==> src/hw/rtl/kogc_pkg.sv <==
// ----------------------------------------------------------------------------
// kogc_pkg: shared types and constants of the key-ordered greedy colourer
// Item layouts of both channels, mode codes and the control bundle that
// joins the sequencer to the datapath.
// ----------------------------------------------------------------------------
package kogc_pkg;

  localparam int ROW_BITS = 32;
  localparam int SUM_BITS = 22;
  localparam int OUT_COST_BITS = 21;
  localparam int CFG_BITS = 6;
  localparam logic [CFG_BITS-1:0] VCOUNT_RESET = 6'd32;
  localparam logic [SUM_BITS-1:0] SUM_MAX = 22'h3FFFFF;
  localparam logic [OUT_COST_BITS-1:0] OUT_COST_MAX = 21'h1FFFFF;

  typedef enum logic [1:0] {
    MODE_LOAD_VERTEX = 2'd0,
    MODE_LOAD_COST   = 2'd1,
    MODE_RUN         = 2'd2,
    MODE_UNUSED      = 2'd3
  } mode_t;

  typedef struct packed {
    logic [1:0]  mode;
    logic [4:0]  slot_index;
    logic [15:0] vertex_key;
    logic [31:0] adjacency_row;
    logic [15:0] color_cost;
  } in_item_t;

  typedef struct packed {
    logic [4:0]  vertex_id;
    logic [4:0]  assigned_color;
    logic [20:0] total_cost;
    logic        last;
  } out_item_t;

  typedef struct packed {
    logic start;
    logic vtx_clr;
    logic vtx_inc;
    logic sweep_start;
    logic sweep;
    logic color_phase;
    logic key_fetch;
    logic key_latch;
    logic visit_wr;
    logic visit_rd;
    logic adj_rd;
    logic pick;
    logic color_wr;
    logic sum_add;
    logic out_load;
  } cmd_t;

  typedef struct packed {
    logic n_zero;
    logic idx_last;
    logic vtx_last;
    logic out_free;
  } stat_t;

endpackage

==> src/hw/rtl/kogc_datapath.sv <==
// ----------------------------------------------------------------------------
// kogc_datapath: tables, counters and arithmetic of the colourer
// Holds the key, adjacency, cost, visit-order and colour memories, the
// rank and used-colour accumulators, the cost sum and the output register.
// ----------------------------------------------------------------------------
module kogc_datapath #(
  parameter int MAX_VERTICES = 32,
  parameter int KEY_BITS     = 16,
  parameter int COST_BITS    = 16
) (
  input  logic                clk,
  input  logic                rst,
  input  kogc_pkg::cmd_t      cmd,
  output kogc_pkg::stat_t     stat,
  input  logic                in_accept,
  input  kogc_pkg::in_item_t  in_data,
  input  logic                cfg_wr_en,
  input  logic [5:0]          cfg_wr_data,
  input  logic                out_stall,
  output logic                out_valid,
  output kogc_pkg::out_item_t out_data
);

  localparam int VW = $clog2(MAX_VERTICES);
  localparam int CW = $clog2(MAX_VERTICES + 1);
  localparam int ADD_W = ((COST_BITS > kogc_pkg::SUM_BITS) ? COST_BITS
                                                           : kogc_pkg::SUM_BITS) + 1;

  logic [KEY_BITS-1:0]     key_mem   [MAX_VERTICES];
  logic [MAX_VERTICES-1:0] adj_mem   [MAX_VERTICES];
  logic [COST_BITS-1:0]    cost_mem  [MAX_VERTICES];
  logic [VW-1:0]           visit_mem [MAX_VERTICES];
  logic [VW-1:0]           col_mem   [MAX_VERTICES];

  logic [5:0]                   vertex_count;
  logic [CW-1:0]                n_eff;
  logic [CW-1:0]                n_run;
  logic [CW-1:0]                n_last;
  logic [VW-1:0]                vtx;
  logic [VW-1:0]                idx;
  logic                         pend;
  logic [VW-1:0]                pend_idx;
  logic [KEY_BITS-1:0]          key_q;
  logic [KEY_BITS-1:0]          key_v;
  logic [MAX_VERTICES-1:0]      adj_q;
  logic [COST_BITS-1:0]         cost_q;
  logic [VW-1:0]                visit_q;
  logic [VW-1:0]                col_q;
  logic [VW-1:0]                rank;
  logic [VW-1:0]                cur;
  logic [MAX_VERTICES-1:0]      used;
  logic [MAX_VERTICES-1:0]      visited;
  logic [VW-1:0]                color;
  logic [VW-1:0]                free_color;
  logic [kogc_pkg::SUM_BITS-1:0] sum;
  logic [ADD_W-1:0]             sum_ext;
  logic [kogc_pkg::SUM_BITS-1:0] sum_next;
  logic                         slot_ok;
  logic                         key_rd_en;
  logic [VW-1:0]                key_addr;
  logic                         rank_hit;

  assign slot_ok = int'(in_data.slot_index) < MAX_VERTICES;
  assign n_eff = (int'(vertex_count) > MAX_VERTICES) ? CW'(MAX_VERTICES)
                                                      : CW'(vertex_count);
  assign n_last = n_run - CW'(1);

  assign stat.n_zero   = (n_eff == '0);
  assign stat.idx_last = (CW'(idx) == n_last);
  assign stat.vtx_last = (CW'(vtx) == n_last);
  assign stat.out_free = !out_valid || !out_stall;

  always_ff @(posedge clk) begin
    if (rst) begin
      vertex_count <= kogc_pkg::VCOUNT_RESET;
    end else if (cfg_wr_en) begin
      vertex_count <= cfg_wr_data;
    end
  end

  // Table loads.
  always_ff @(posedge clk) begin
    if (in_accept && slot_ok &&
        in_data.mode == kogc_pkg::MODE_LOAD_VERTEX) begin
      key_mem[VW'(in_data.slot_index)] <= KEY_BITS'(in_data.vertex_key);
      adj_mem[VW'(in_data.slot_index)] <= MAX_VERTICES'(in_data.adjacency_row);
    end
  end

  always_ff @(posedge clk) begin
    if (in_accept && slot_ok && in_data.mode == kogc_pkg::MODE_LOAD_COST) begin
      cost_mem[VW'(in_data.slot_index)] <= COST_BITS'(in_data.color_cost);
    end
  end

  assign key_rd_en = cmd.key_fetch || (cmd.sweep && !cmd.color_phase);
  assign key_addr  = cmd.key_fetch ? vtx : idx;

  always_ff @(posedge clk) begin
    if (key_rd_en) begin
      key_q <= key_mem[key_addr];
    end
  end

  always_ff @(posedge clk) begin
    if (cmd.adj_rd) begin
      adj_q <= adj_mem[visit_q];
    end
  end

  always_ff @(posedge clk) begin
    if (cmd.color_wr) begin
      cost_q <= cost_mem[color];
    end
  end

  always_ff @(posedge clk) begin
    if (cmd.visit_wr) begin
      visit_mem[rank] <= vtx;
    end
    if (cmd.visit_rd) begin
      visit_q <= visit_mem[vtx];
    end
  end

  always_ff @(posedge clk) begin
    if (cmd.color_wr) begin
      col_mem[cur] <= color;
    end
    if (cmd.sweep && cmd.color_phase) begin
      col_q <= col_mem[idx];
    end
  end

  // Counters and run-wide registers.
  always_ff @(posedge clk) begin
    if (rst) begin
      vtx  <= '0;
      idx  <= '0;
      pend <= 1'b0;
    end else begin
      if (cmd.start || cmd.vtx_clr) begin
        vtx <= '0;
      end else if (cmd.vtx_inc) begin
        vtx <= vtx + VW'(1);
      end
      if (cmd.sweep_start) begin
        idx <= '0;
      end else if (cmd.sweep) begin
        idx <= idx + VW'(1);
      end
      pend <= cmd.sweep;
    end
  end

  always_ff @(posedge clk) begin
    pend_idx <= idx;
    if (cmd.start) begin
      n_run <= n_eff;
    end
    if (cmd.key_latch) begin
      key_v <= key_q;
    end
    if (cmd.adj_rd) begin
      cur <= visit_q;
    end
    if (cmd.pick) begin
      color <= free_color;
    end
  end

  // A vertex ranks below the current one when its key is smaller, or equal
  // with a lower index.
  assign rank_hit = (key_q < key_v) || ((key_q == key_v) && (pend_idx < vtx));

  always_ff @(posedge clk) begin
    if (cmd.sweep_start) begin
      rank <= '0;
      used <= '0;
    end else if (pend) begin
      if (!cmd.color_phase && rank_hit) begin
        rank <= rank + VW'(1);
      end
      if (cmd.color_phase && visited[pend_idx] && adj_q[pend_idx]) begin
        used[col_q] <= 1'b1;
      end
    end
  end

  always_ff @(posedge clk) begin
    if (rst || cmd.start) begin
      visited <= '0;
    end else if (cmd.color_wr) begin
      visited[cur] <= 1'b1;
    end
  end

  always_comb begin
    free_color = '0;
    for (int c = MAX_VERTICES - 1; c >= 0; c--) begin
      if (!used[c]) begin
        free_color = VW'(c);
      end
    end
  end

  assign sum_ext  = ADD_W'(sum) + ADD_W'(cost_q);
  assign sum_next = (sum_ext > ADD_W'(kogc_pkg::SUM_MAX)) ? kogc_pkg::SUM_MAX
                                                          : sum_ext[kogc_pkg::SUM_BITS-1:0];

  always_ff @(posedge clk) begin
    if (rst || cmd.start) begin
      sum <= '0;
    end else if (cmd.sum_add) begin
      sum <= sum_next;
    end
  end

  always_ff @(posedge clk) begin
    if (rst) begin
      out_valid <= 1'b0;
    end else if (cmd.out_load) begin
      out_valid <= 1'b1;
    end else if (!out_stall) begin
      out_valid <= 1'b0;
    end
  end

  always_ff @(posedge clk) begin
    if (cmd.out_load) begin
      out_data.vertex_id      <= 5'(cur);
      out_data.assigned_color <= 5'(color);
      out_data.total_cost     <= sum[kogc_pkg::SUM_BITS-1] ? kogc_pkg::OUT_COST_MAX
                                                           : sum[kogc_pkg::OUT_COST_BITS-1:0];
      out_data.last           <= stat.vtx_last;
    end
  end

endmodule

==> src/hw/rtl/kogc_ctrl.sv <==
// ----------------------------------------------------------------------------
// kogc_ctrl: sequencer of the colourer
// Walks the ranking sweeps and then the colouring sweeps, one vertex at a
// time, and issues commands to the datapath.
// ----------------------------------------------------------------------------
module kogc_ctrl (
  input  logic            clk,
  input  logic            rst,
  input  logic            in_accept,
  input  logic [1:0]      in_mode,
  input  kogc_pkg::stat_t stat,
  output logic            in_stall,
  output kogc_pkg::cmd_t  cmd
);

  typedef enum logic [13:0] {
    S_IDLE    = 14'b00000000000001,
    S_R_KEY   = 14'b00000000000010,
    S_R_LATCH = 14'b00000000000100,
    S_R_SWEEP = 14'b00000000001000,
    S_R_DRAIN = 14'b00000000010000,
    S_R_WRITE = 14'b00000000100000,
    S_C_VIS   = 14'b00000001000000,
    S_C_ADJ   = 14'b00000010000000,
    S_C_SWEEP = 14'b00000100000000,
    S_C_DRAIN = 14'b00001000000000,
    S_C_PICK  = 14'b00010000000000,
    S_C_WRITE = 14'b00100000000000,
    S_C_SUM   = 14'b01000000000000,
    S_C_OUT   = 14'b10000000000000
  } state_t;

  state_t state;
  state_t state_next;

  always_ff @(posedge clk) begin
    if (rst) begin
      state <= S_IDLE;
    end else begin
      state <= state_next;
    end
  end

  assign in_stall = (state != S_IDLE);

  always_comb begin
    state_next = state;
    cmd = '0;
    unique case (state)
      S_IDLE: begin
        if (in_accept && in_mode == kogc_pkg::MODE_RUN && !stat.n_zero) begin
          cmd.start  = 1'b1;
          state_next = S_R_KEY;
        end
      end
      S_R_KEY: begin
        cmd.key_fetch   = 1'b1;
        cmd.sweep_start = 1'b1;
        state_next      = S_R_LATCH;
      end
      S_R_LATCH: begin
        cmd.key_latch = 1'b1;
        state_next    = S_R_SWEEP;
      end
      S_R_SWEEP: begin
        cmd.sweep = 1'b1;
        if (stat.idx_last) begin
          state_next = S_R_DRAIN;
        end
      end
      S_R_DRAIN: begin
        state_next = S_R_WRITE;
      end
      S_R_WRITE: begin
        cmd.visit_wr = 1'b1;
        if (stat.vtx_last) begin
          cmd.vtx_clr = 1'b1;
          state_next  = S_C_VIS;
        end else begin
          cmd.vtx_inc = 1'b1;
          state_next  = S_R_KEY;
        end
      end
      S_C_VIS: begin
        cmd.color_phase = 1'b1;
        cmd.visit_rd    = 1'b1;
        cmd.sweep_start = 1'b1;
        state_next      = S_C_ADJ;
      end
      S_C_ADJ: begin
        cmd.color_phase = 1'b1;
        cmd.adj_rd      = 1'b1;
        state_next      = S_C_SWEEP;
      end
      S_C_SWEEP: begin
        cmd.color_phase = 1'b1;
        cmd.sweep       = 1'b1;
        if (stat.idx_last) begin
          state_next = S_C_DRAIN;
        end
      end
      S_C_DRAIN: begin
        cmd.color_phase = 1'b1;
        state_next      = S_C_PICK;
      end
      S_C_PICK: begin
        cmd.color_phase = 1'b1;
        cmd.pick        = 1'b1;
        state_next      = S_C_WRITE;
      end
      S_C_WRITE: begin
        cmd.color_phase = 1'b1;
        cmd.color_wr    = 1'b1;
        state_next      = S_C_SUM;
      end
      S_C_SUM: begin
        cmd.color_phase = 1'b1;
        cmd.sum_add     = 1'b1;
        state_next      = S_C_OUT;
      end
      S_C_OUT: begin
        cmd.color_phase = 1'b1;
        if (stat.out_free) begin
          cmd.out_load = 1'b1;
          if (stat.vtx_last) begin
            state_next = S_IDLE;
          end else begin
            cmd.vtx_inc = 1'b1;
            state_next  = S_C_VIS;
          end
        end
      end
      default: begin
        state_next = S_IDLE;
      end
    endcase
  end

endmodule

==> src/hw/rtl/key_ordered_greedy_coloring_top.sv <==
// ----------------------------------------------------------------------------
// key_ordered_greedy_coloring_top: random-key greedy graph colourer
// Loads vertex keys, adjacency rows and colour costs, then colours the
// vertices in ascending key order and streams one result per vertex.
// ----------------------------------------------------------------------------
// Usage. The input channel (in_valid, in_stall, in_data) carries three kinds
// of item. A vertex load writes a key and an adjacency row, a cost load
// writes one colour cost; neither produces a result.
// A run item starts the colouring of the first vertex_count vertices (set
// through cfg_wr_en and cfg_wr_data while the block is idle; it resets to
// 32 and saturates at MAX_VERTICES). A run with a count of zero does nothing.
// During a run the block stalls the input. It first ranks every vertex by
// a sweep over the key memory and then colours each vertex by a sweep
// over the colour memory; each table memory has a single read port. The
// last result carries the last flag. Results sit in an output register;
// while the receiver stalls, the sequencer waits before loading the next
// result. Reset clears the sequencer, the output valid and the cost sum
// and sets vertex_count to 32; the tables hold nothing defined until
// loaded.
// ----------------------------------------------------------------------------
module key_ordered_greedy_coloring_top #(
  parameter int MAX_VERTICES = 32,
  parameter int KEY_BITS     = 16,
  parameter int COST_BITS    = 16
) (
  input  logic                clk,
  input  logic                rst,
  input  logic                cfg_wr_en,
  input  logic [5:0]          cfg_wr_data,
  input  logic                in_valid,
  output logic                in_stall,
  input  kogc_pkg::in_item_t  in_data,
  output logic                out_valid,
  input  logic                out_stall,
  output kogc_pkg::out_item_t out_data
);

  kogc_pkg::cmd_t  cmd;
  kogc_pkg::stat_t stat;
  logic            in_accept;

  // An item is taken only while the sequencer is idle.
  assign in_accept = in_valid && !in_stall;

  kogc_ctrl u_ctrl (
    .clk       (clk),
    .rst       (rst),
    .in_accept (in_accept),
    .in_mode   (in_data.mode),
    .stat      (stat),
    .in_stall  (in_stall),
    .cmd       (cmd)
  );

  kogc_datapath #(
    .MAX_VERTICES (MAX_VERTICES),
    .KEY_BITS     (KEY_BITS),
    .COST_BITS    (COST_BITS)
  ) u_datapath (
    .clk         (clk),
    .rst         (rst),
    .cmd         (cmd),
    .stat        (stat),
    .in_accept   (in_accept),
    .in_data     (in_data),
    .cfg_wr_en   (cfg_wr_en),
    .cfg_wr_data (cfg_wr_data),
    .out_stall   (out_stall),
    .out_valid   (out_valid),
    .out_data    (out_data)
  );

endmodule

==> config.mk <==
export PLATFORM = sky130hd
export DESIGN_NAME = key_ordered_greedy_coloring_top
export DESIGN_NICKNAME = d
export VERILOG_FILES = /design/src/hw/rtl/kogc_pkg.sv /design/src/hw/rtl/kogc_datapath.sv /design/src/hw/rtl/kogc_ctrl.sv /design/src/hw/rtl/key_ordered_greedy_coloring_top.sv
export SDC_FILE = /design/constraint.sdc
export NUM_CORES = 2
export LEC_CHECK = 0
export BUFFER_PORTS_ARGS = -buffer_cell sky130_fd_sc_hd__buf_2
export CORE_MARGIN = 1
export CORE_UTILIZATION = 45
export CTS_BUF_LIST = sky130_fd_sc_hd__clkbuf_8
export CTS_CLUSTER_SIZE = 24
export DETAILED_ROUTE_END_ITERATION = 12
export PLACE_DENSITY_LB_ADDON = 0.25
export SETUP_SLACK_MARGIN = 0.5
export SLEW_MARGIN = 5
export SYNTH_ARGS = -nofsm -noshare
export SYNTH_HDL_FRONTEND = slang
export SYNTH_HIERARCHICAL = 1
export SYNTH_SLANG_ARGS = --single-unit
==> constraint.sdc <==
create_clock -name clk -period 8.28 [get_ports clk]
set_input_delay 2.484 -clock clk [delete_from_list [all_inputs] [get_ports clk]]
set_output_delay 2.484 -clock clk [all_outputs]
set_load 0.01 [all_outputs]
[After elaboration in Yosys (flattened, before gate mapping)]
Memory sizes are Yosys's and may differ from the RTL's. A register that Yosys moved wholly into a read port is not among the register bits.
Cells that the tools add are included.
Word-level totals
  memory bits (writable): 2368
  register bits after elaboration: 192
  logic and storage cells: 185
  output and inout port bits: 34
  memories: 5
  input bits: 82
Operators by class
  bitwise operators: 2
  magnitude comparators: 9
  muxes and demuxes: 79
  add/subtract/negate cells: 5
  reductions and logical operators: 37
  equality and inequality tests: 25
Memory list
  u_datapath.adj_mem: depth 32, bits a word 32, rd ports 1, clocked after Yosys merged registers in 1, wr ports 1, line kogc_datapath.sv:30  | logic [MAX_VERTICES-1:0] adj_mem [MAX_VERTICES];
  u_datapath.cost_mem: depth 32, bits a word 16, rd ports 1, clocked after Yosys merged registers in 1, wr ports 1, line kogc_datapath.sv:31  | logic [COST_BITS-1:0] cost_mem [MAX_VERTICES];
  u_datapath.key_mem: depth 32, bits a word 16, rd ports 1, clocked after Yosys merged registers in 1, wr ports 1, line kogc_datapath.sv:29  | logic [KEY_BITS-1:0] key_mem [MAX_VERTICES];
  u_datapath.col_mem: depth 32, bits a word 5, rd ports 1, clocked after Yosys merged registers in 1, wr ports 1, line kogc_datapath.sv:33  | logic [VW-1:0] col_mem [MAX_VERTICES];
  u_datapath.visit_mem: depth 32, bits a word 5, rd ports 1, clocked after Yosys merged registers in 1, wr ports 1, line kogc_datapath.sv:32  | logic [VW-1:0] visit_mem [MAX_VERTICES];
Operators by type and width (number)
  14-bit one-hot mux with 14 select lines: 1
  5-bit two-way mux: 17
  32-bit bitwise OR: 2
  14-bit two-way mux: 4
  1-bit two-way mux: 34
  4-bit two-way mux: 8
  22-bit by 16-bit adder with 23-bit output: 1
  23-bit by 22-bit greater-than comparator with 1-bit output (second input constant): 1
  22-bit two-way mux: 1
  5-bit by 6-bit less-than comparator with 1-bit output (second input constant): 3
  16-bit == test: 1
  16-bit less-than comparator: 1
  16-bit AND reduction: 1
  5-bit by 1-bit adder with 5-bit output (second input constant): 3
  14-bit by 1-bit == test with 1-bit output (second input constant): 1
  14-bit by 10-bit == test with 1-bit output (second input constant): 1
  14-bit by 11-bit == test with 1-bit output (second input constant): 1
  14-bit by 12-bit == test with 1-bit output (second input constant): 1
  14-bit by 13-bit == test with 1-bit output (second input constant): 1
  14-bit == test (second input constant): 1
  14-bit by 2-bit == test with 1-bit output (second input constant): 1
  14-bit by 3-bit == test with 1-bit output (second input constant): 1
  14-bit by 4-bit == test with 1-bit output (second input constant): 1
  14-bit by 5-bit == test with 1-bit output (second input constant): 1
  31 further kinds: 69

[Depth between registers and ports, before layout]
  depth in word-level cells: 31
  gate-level depth with buffers: 14
  depth with buffers taken out: 11

[Cells and area by module]
The synthesis kept the hierarchy.
By module, submodules not included
  kogc_datapath: instances 1, area an instance 100686.6 µm², cells an instance 4654, sequential area each 77534.4 µm²
  kogc_ctrl: instances 1, area an instance 960.9 µm², cells an instance 113, sequential area each 280.3 µm²
  key_ordered_greedy_coloring_top: instances 1, area an instance 13.8 µm², cells an instance 1, sequential area each 0.0 µm²

[Worst setup path before layout]
Ideal clock, no wire load.
  kind: input port to flip-flop
  from: in in_data[67] (netlist name)
  to: mem u_datapath.adj_mem[10][0], enable pin
  library setup time: 0.454 ns
  path slack: 2.498 ns
  stages on the path: 4
  arrival time: 5.328 ns
  path buffers: 2
  data required time: 7.826 ns
  cells stage by stage: clkbuf_1 > or3b_2 > clkbuf_1 > nor2_1
RTL lines
  from (decl): line key_ordered_greedy_coloring_top.sv:32  | input kogc_pkg::in_item_t in_data,
  to (decl): line kogc_datapath.sv:30
No word-level cell before the write port.

[Worst setup path after layout]
  from: in in_valid
  to: mem u_datapath.adj_mem[2][19], enable pin
Between the ends
  longest elaborated chain between the ends: 4
RTL lines
  from (decl): line key_ordered_greedy_coloring_top.sv:30  | input logic in_valid,
  1-bit logical AND: line key_ordered_greedy_coloring_top.sv:43  | assign in_accept = in_valid && !in_stall;
  named net in_accept: line key_ordered_greedy_coloring_top.sv:40  | logic in_accept;
  1-bit logical AND: line kogc_datapath.sv:83  | if (in_accept && slot_ok &&
  1-bit two-way mux: line kogc_datapath.sv:83
  1-bit two-way mux (not written as such): line kogc_datapath.sv:86  | adj_mem[VW'(in_data.slot_index)] <= MAX_VERTICES'(in_data.adjacency_row);
The timed path passes the listed nets, and every way through them passes these cells.

==> metrics.csv <==
metric,value,unit
status,"finished, final reports clean",
number of nets in the finished design,5300,
final period demand of the worst path,5360,ps
hold worst-path end,u_datapath/key_v[0],
die area,228000,sq um
Ys Warns,6,
CTS hold repair buffers,0,
power per unit of standard cell area,222,nW/um^2
vias in the first global route,49400,
capture point of the worst reg-to-reg path,u_datapath/adj_mem[2][19],
Synth area leaders,"sky130_fd_sc_hd__edfxtp_1, sky130_fd_sc_hd__mux4_2, sky130_fd_sc_hd__dfxtp_1",
setup repair after global routing missed its margin,no,
R2R Setup Slk,2970,ps
number of synthesized flops with an enable pin,2506,
maximum number of pins on one net before global-route repair,162,
fraction of layout instances using a drive strength above 1,29.1,%
ports placed on the boundary,116,
DRC,0,
"Avg Cell Area, Syn",21.3,sq um
die width,477,microns
Vias/cell,5.71,
Routed wire per std cell,27.4,microns
core region area,225000,sq um
post-CTS setup buffer count,0,
fin. max-slew vios,0,
detailed-route wire length,233000,microns
setup slack at placement,1900,ps
sequential-to-total area share from yosys stat,76.5,%
CTS Buffer Depth,4,
highest achievable clock rate,187,MHz
master cell of the clock root buffer,sky130_fd_sc_hd__clkbuf_8,
final hold violation count,0,
Crit Path Max Fanout,31,
Starting Density,45.2,%
Worst EP arrival,6080,ps
drt first-iter violations,4603,
Hold Path Class,reg2reg,
Final setup violation count,0,
reported max-cap violation count,0,
Hold Path Depth,0,
cell area after synthesis,102000,sq um
top cells by instance count after synthesis,"sky130_fd_sc_hd__edfxtp_1, sky130_fd_sc_hd__mux4_2, sky130_fd_sc_hd__nor2_1",
Synthesized Nets,4894,
grt ovf,0,
initial antenna violation count,17,
count of TritonRoute iterations in the first routing pass,7,
number of sinks handled by clock tree synthesis,2634,
number of standard-cell rows in the floorplan,174,
maximum vdd ir drop,0.000179,V
smallest setup slack after layout,2920,ps
area fraction of the dominant cell type after synthesis,74.0,%
last weighted congestion value of the routability-driven placer,0.804,
post-cts repair resize count,0,
Unique masters post-synth,72,
Worst setup EP type,flop,
total negative slack for setup checks,0,ps
most used flip-flop cell after synthesis,sky130_fd_sc_hd__edfxtp_1,
clock buffer count from CTS,431,
cell count after synthesis,4768,
hold wc startpoint,u_datapath/key_q[0],
proportion of register bits with asynchronous set or reset after synthesis,0,%
overall power after layout,25300,uW
total global routing track utilization,20.5,%
CTS tree,built,
H-tree lvl count,5,
R2R cell count,7,
total via count in the routed design,48500,
top-count cell post-synth,sky130_fd_sc_hd__edfxtp_1,
#FFs+latches synth,2634,
synthesis-to-layout area growth,12.1,%
Final HPWL DP,136000,microns
Port Buffer Count,115,
critical path type,in2reg,
clock transition time at the flip-flop clock pins of the worst setup and hold paths,60,ps
startpoint of the most critical register-to-register path,u_ctrl/state[10],
first-pass GRT wire length,340000,microns
Slew @ Worst Pin,1230,ps
crit share post-route,64.8,%
Max Clock Skew,99.5,ps
clock insertion delay at the later pin of the skew report,1100,ps
dominant cell type by area after synthesis,sky130_fd_sc_hd__edfxtp_1,
static leakage,0.0360,uW
Post-DRT Antenna Nets,0,
Slew Limit Headroom,17.5,%
Startpoint Class,input pin,
die extent in y,477,microns
"Data required, critical path",8990,ps
[critical path, cell delays in order]
cell	delay (ps)
sky130_fd_sc_hd__buf_2	100
sky130_fd_sc_hd__nor2b_4	150
sky130_fd_sc_hd__nor3b_2	880
sky130_fd_sc_hd__nand2_1	830
sky130_fd_sc_hd__nor2_4	1120
sky130_fd_sc_hd__buf_4	450
[where the power goes]
group	total [uW]	leakage [uW]	switching (uW)	internal (uW)
logic	474	0.00813	373	101
clock network	10200	0.00444	4920	5290
registers	14600	0.0234	31.8	14600
[metal layers]
layer,track usage (%),vias to the layer above,part of all wire [%]
met5,0,-,0.0069
met4,5.84,2,2.2
met3,4.79,360,7.4
met2,32.4,1689,48
met1,28.5,25800,42
li1,-,20600,-
[worst max path at each step]
stage	start	endpoint	depth (start not counted)	slack, ps
final	in_valid	u_datapath/adj_mem[2][19]	6	2920
after global routing	u_ctrl/state[10]	u_datapath/adj_mem[2][19]	7	2740
after CTS	u_ctrl/state[10]	in_stall	3	2950
after detailed placement	in_valid	u_datapath/adj_mem[2][19]	6	1900
after global placement	in_valid	u_datapath/adj_mem[2][10]	6	2030
after floorplan	in_data[67]	u_datapath/adj_mem[10][0]	4	2500
[final cells by class]
type / count / area, sq um
well taps: 2992 / 3740
repair buffers: 203 / 1360
flip-flops and latches: 2634 / 77800
multi-input cells: 1856 / 23200
clock buffers: 447 / 6150
clock inverters: 295 / 1480
diodes: 10 / 25.0
inverters: 48 / 180
fillers: 18000 / 111000
[placed cells by master (no fill, tap or decap), types with 6 or more instances in the layout]
| master | Yosys | final |
|---|---|---|
| sky130_fd_sc_hd__nand2b_1 | 11 | 11 |
| sky130_fd_sc_hd__nor3_1 | 23 | 23 |
| sky130_fd_sc_hd__a31oi_1 | 22 | 22 |
| sky130_fd_sc_hd__a21o_1 | 12 | 12 |
| sky130_fd_sc_hd__buf_12 | 0 | 10 |
| sky130_fd_sc_hd__clkbuf_8 | 0 | 447 |
| sky130_fd_sc_hd__and3b_1 | 20 | 19 |
| sky130_fd_sc_hd__nor2_2 | 0 | 29 |
| sky130_fd_sc_hd__ha_1 | 43 | 43 |
| sky130_fd_sc_hd__nor2_1 | 278 | 217 |
| sky130_fd_sc_hd__mux2_2 | 59 | 59 |
| sky130_fd_sc_hd__edfxtp_1 | 2506 | 2506 |
| sky130_fd_sc_hd__mux4_2 | 713 | 713 |
| sky130_fd_sc_hd__clkinv_1 | 1 | 101 |
| sky130_fd_sc_hd__or2_2 | 27 | 27 |
| sky130_fd_sc_hd__nor2b_1 | 21 | 21 |
| sky130_fd_sc_hd__nand2_1 | 203 | 203 |
| sky130_fd_sc_hd__xor2_1 | 21 | 21 |
| sky130_fd_sc_hd__a21oi_1 | 78 | 78 |
| sky130_fd_sc_hd__bufinv_16 | 0 | 11 |
| sky130_fd_sc_hd__dfxtp_1 | 128 | 124 |
| sky130_fd_sc_hd__buf_4 | 1 | 78 |
| sky130_fd_sc_hd__xnor2_1 | 17 | 17 |
| sky130_fd_sc_hd__nand4_1 | 25 | 25 |
| sky130_fd_sc_hd__mux2i_1 | 13 | 8 |
| sky130_fd_sc_hd__nand3b_1 | 12 | 12 |
| sky130_fd_sc_hd__clkinv_2 | 0 | 27 |
| sky130_fd_sc_hd__buf_2 | 21 | 115 |
| sky130_fd_sc_hd__nand3_1 | 98 | 98 |
| sky130_fd_sc_hd__or3b_2 | 6 | 6 |
| sky130_fd_sc_hd__diode_2 | 0 | 10 |
| sky130_fd_sc_hd__nor2_4 | 0 | 32 |
| sky130_fd_sc_hd__o21ai_0 | 52 | 52 |
| sky130_fd_sc_hd__or3_1 | 7 | 7 |
| sky130_fd_sc_hd__inv_1 | 47 | 194 |
[metrics by stage]
step	area [sq um]	cells	utilization (%)	hold slack [ps]
global placement	106000	7733	47.3	435
global route	114000	8480	50.7	483
finish	114000	8485	50.7	451
CTS	114000	8475	50.7	448
detailed placement	106000	7733	47.3	436
floorplan	102000	4768	-	329
[registers in the layout, summed over array words and instances, names as in the netlist, 22 cells and up]
| signal | flops |
|---|---|
| u_datapath/adj_mem | 1024 |
| u_datapath/cost_mem | 512 |
| u_datapath/key_mem | 512 |
| u_datapath/col_mem | 160 |
| u_datapath/visit_mem | 160 |
| u_datapath/adj_q | 32 |
| u_datapath/out_data | 32 |
| u_datapath/used | 32 |
| u_datapath/visited | 32 |
| u_datapath/sum | 22 |
[cell families (layout without fill, tap and decap cells)]
group	Yosys count	count (layout)	synth area share [%]
mux	785	785	16.6
xor+xnor	38	38	0.327
buf+inv	278	993	1.07
fa+ha+maj	44	44	0.549
flops	2634	2634	76.5
other cells	0	10	0
simple gates	781	781	3.73
compound gates	208	208	1.20
Note: power is estimated with default switching activity, not from simulation.
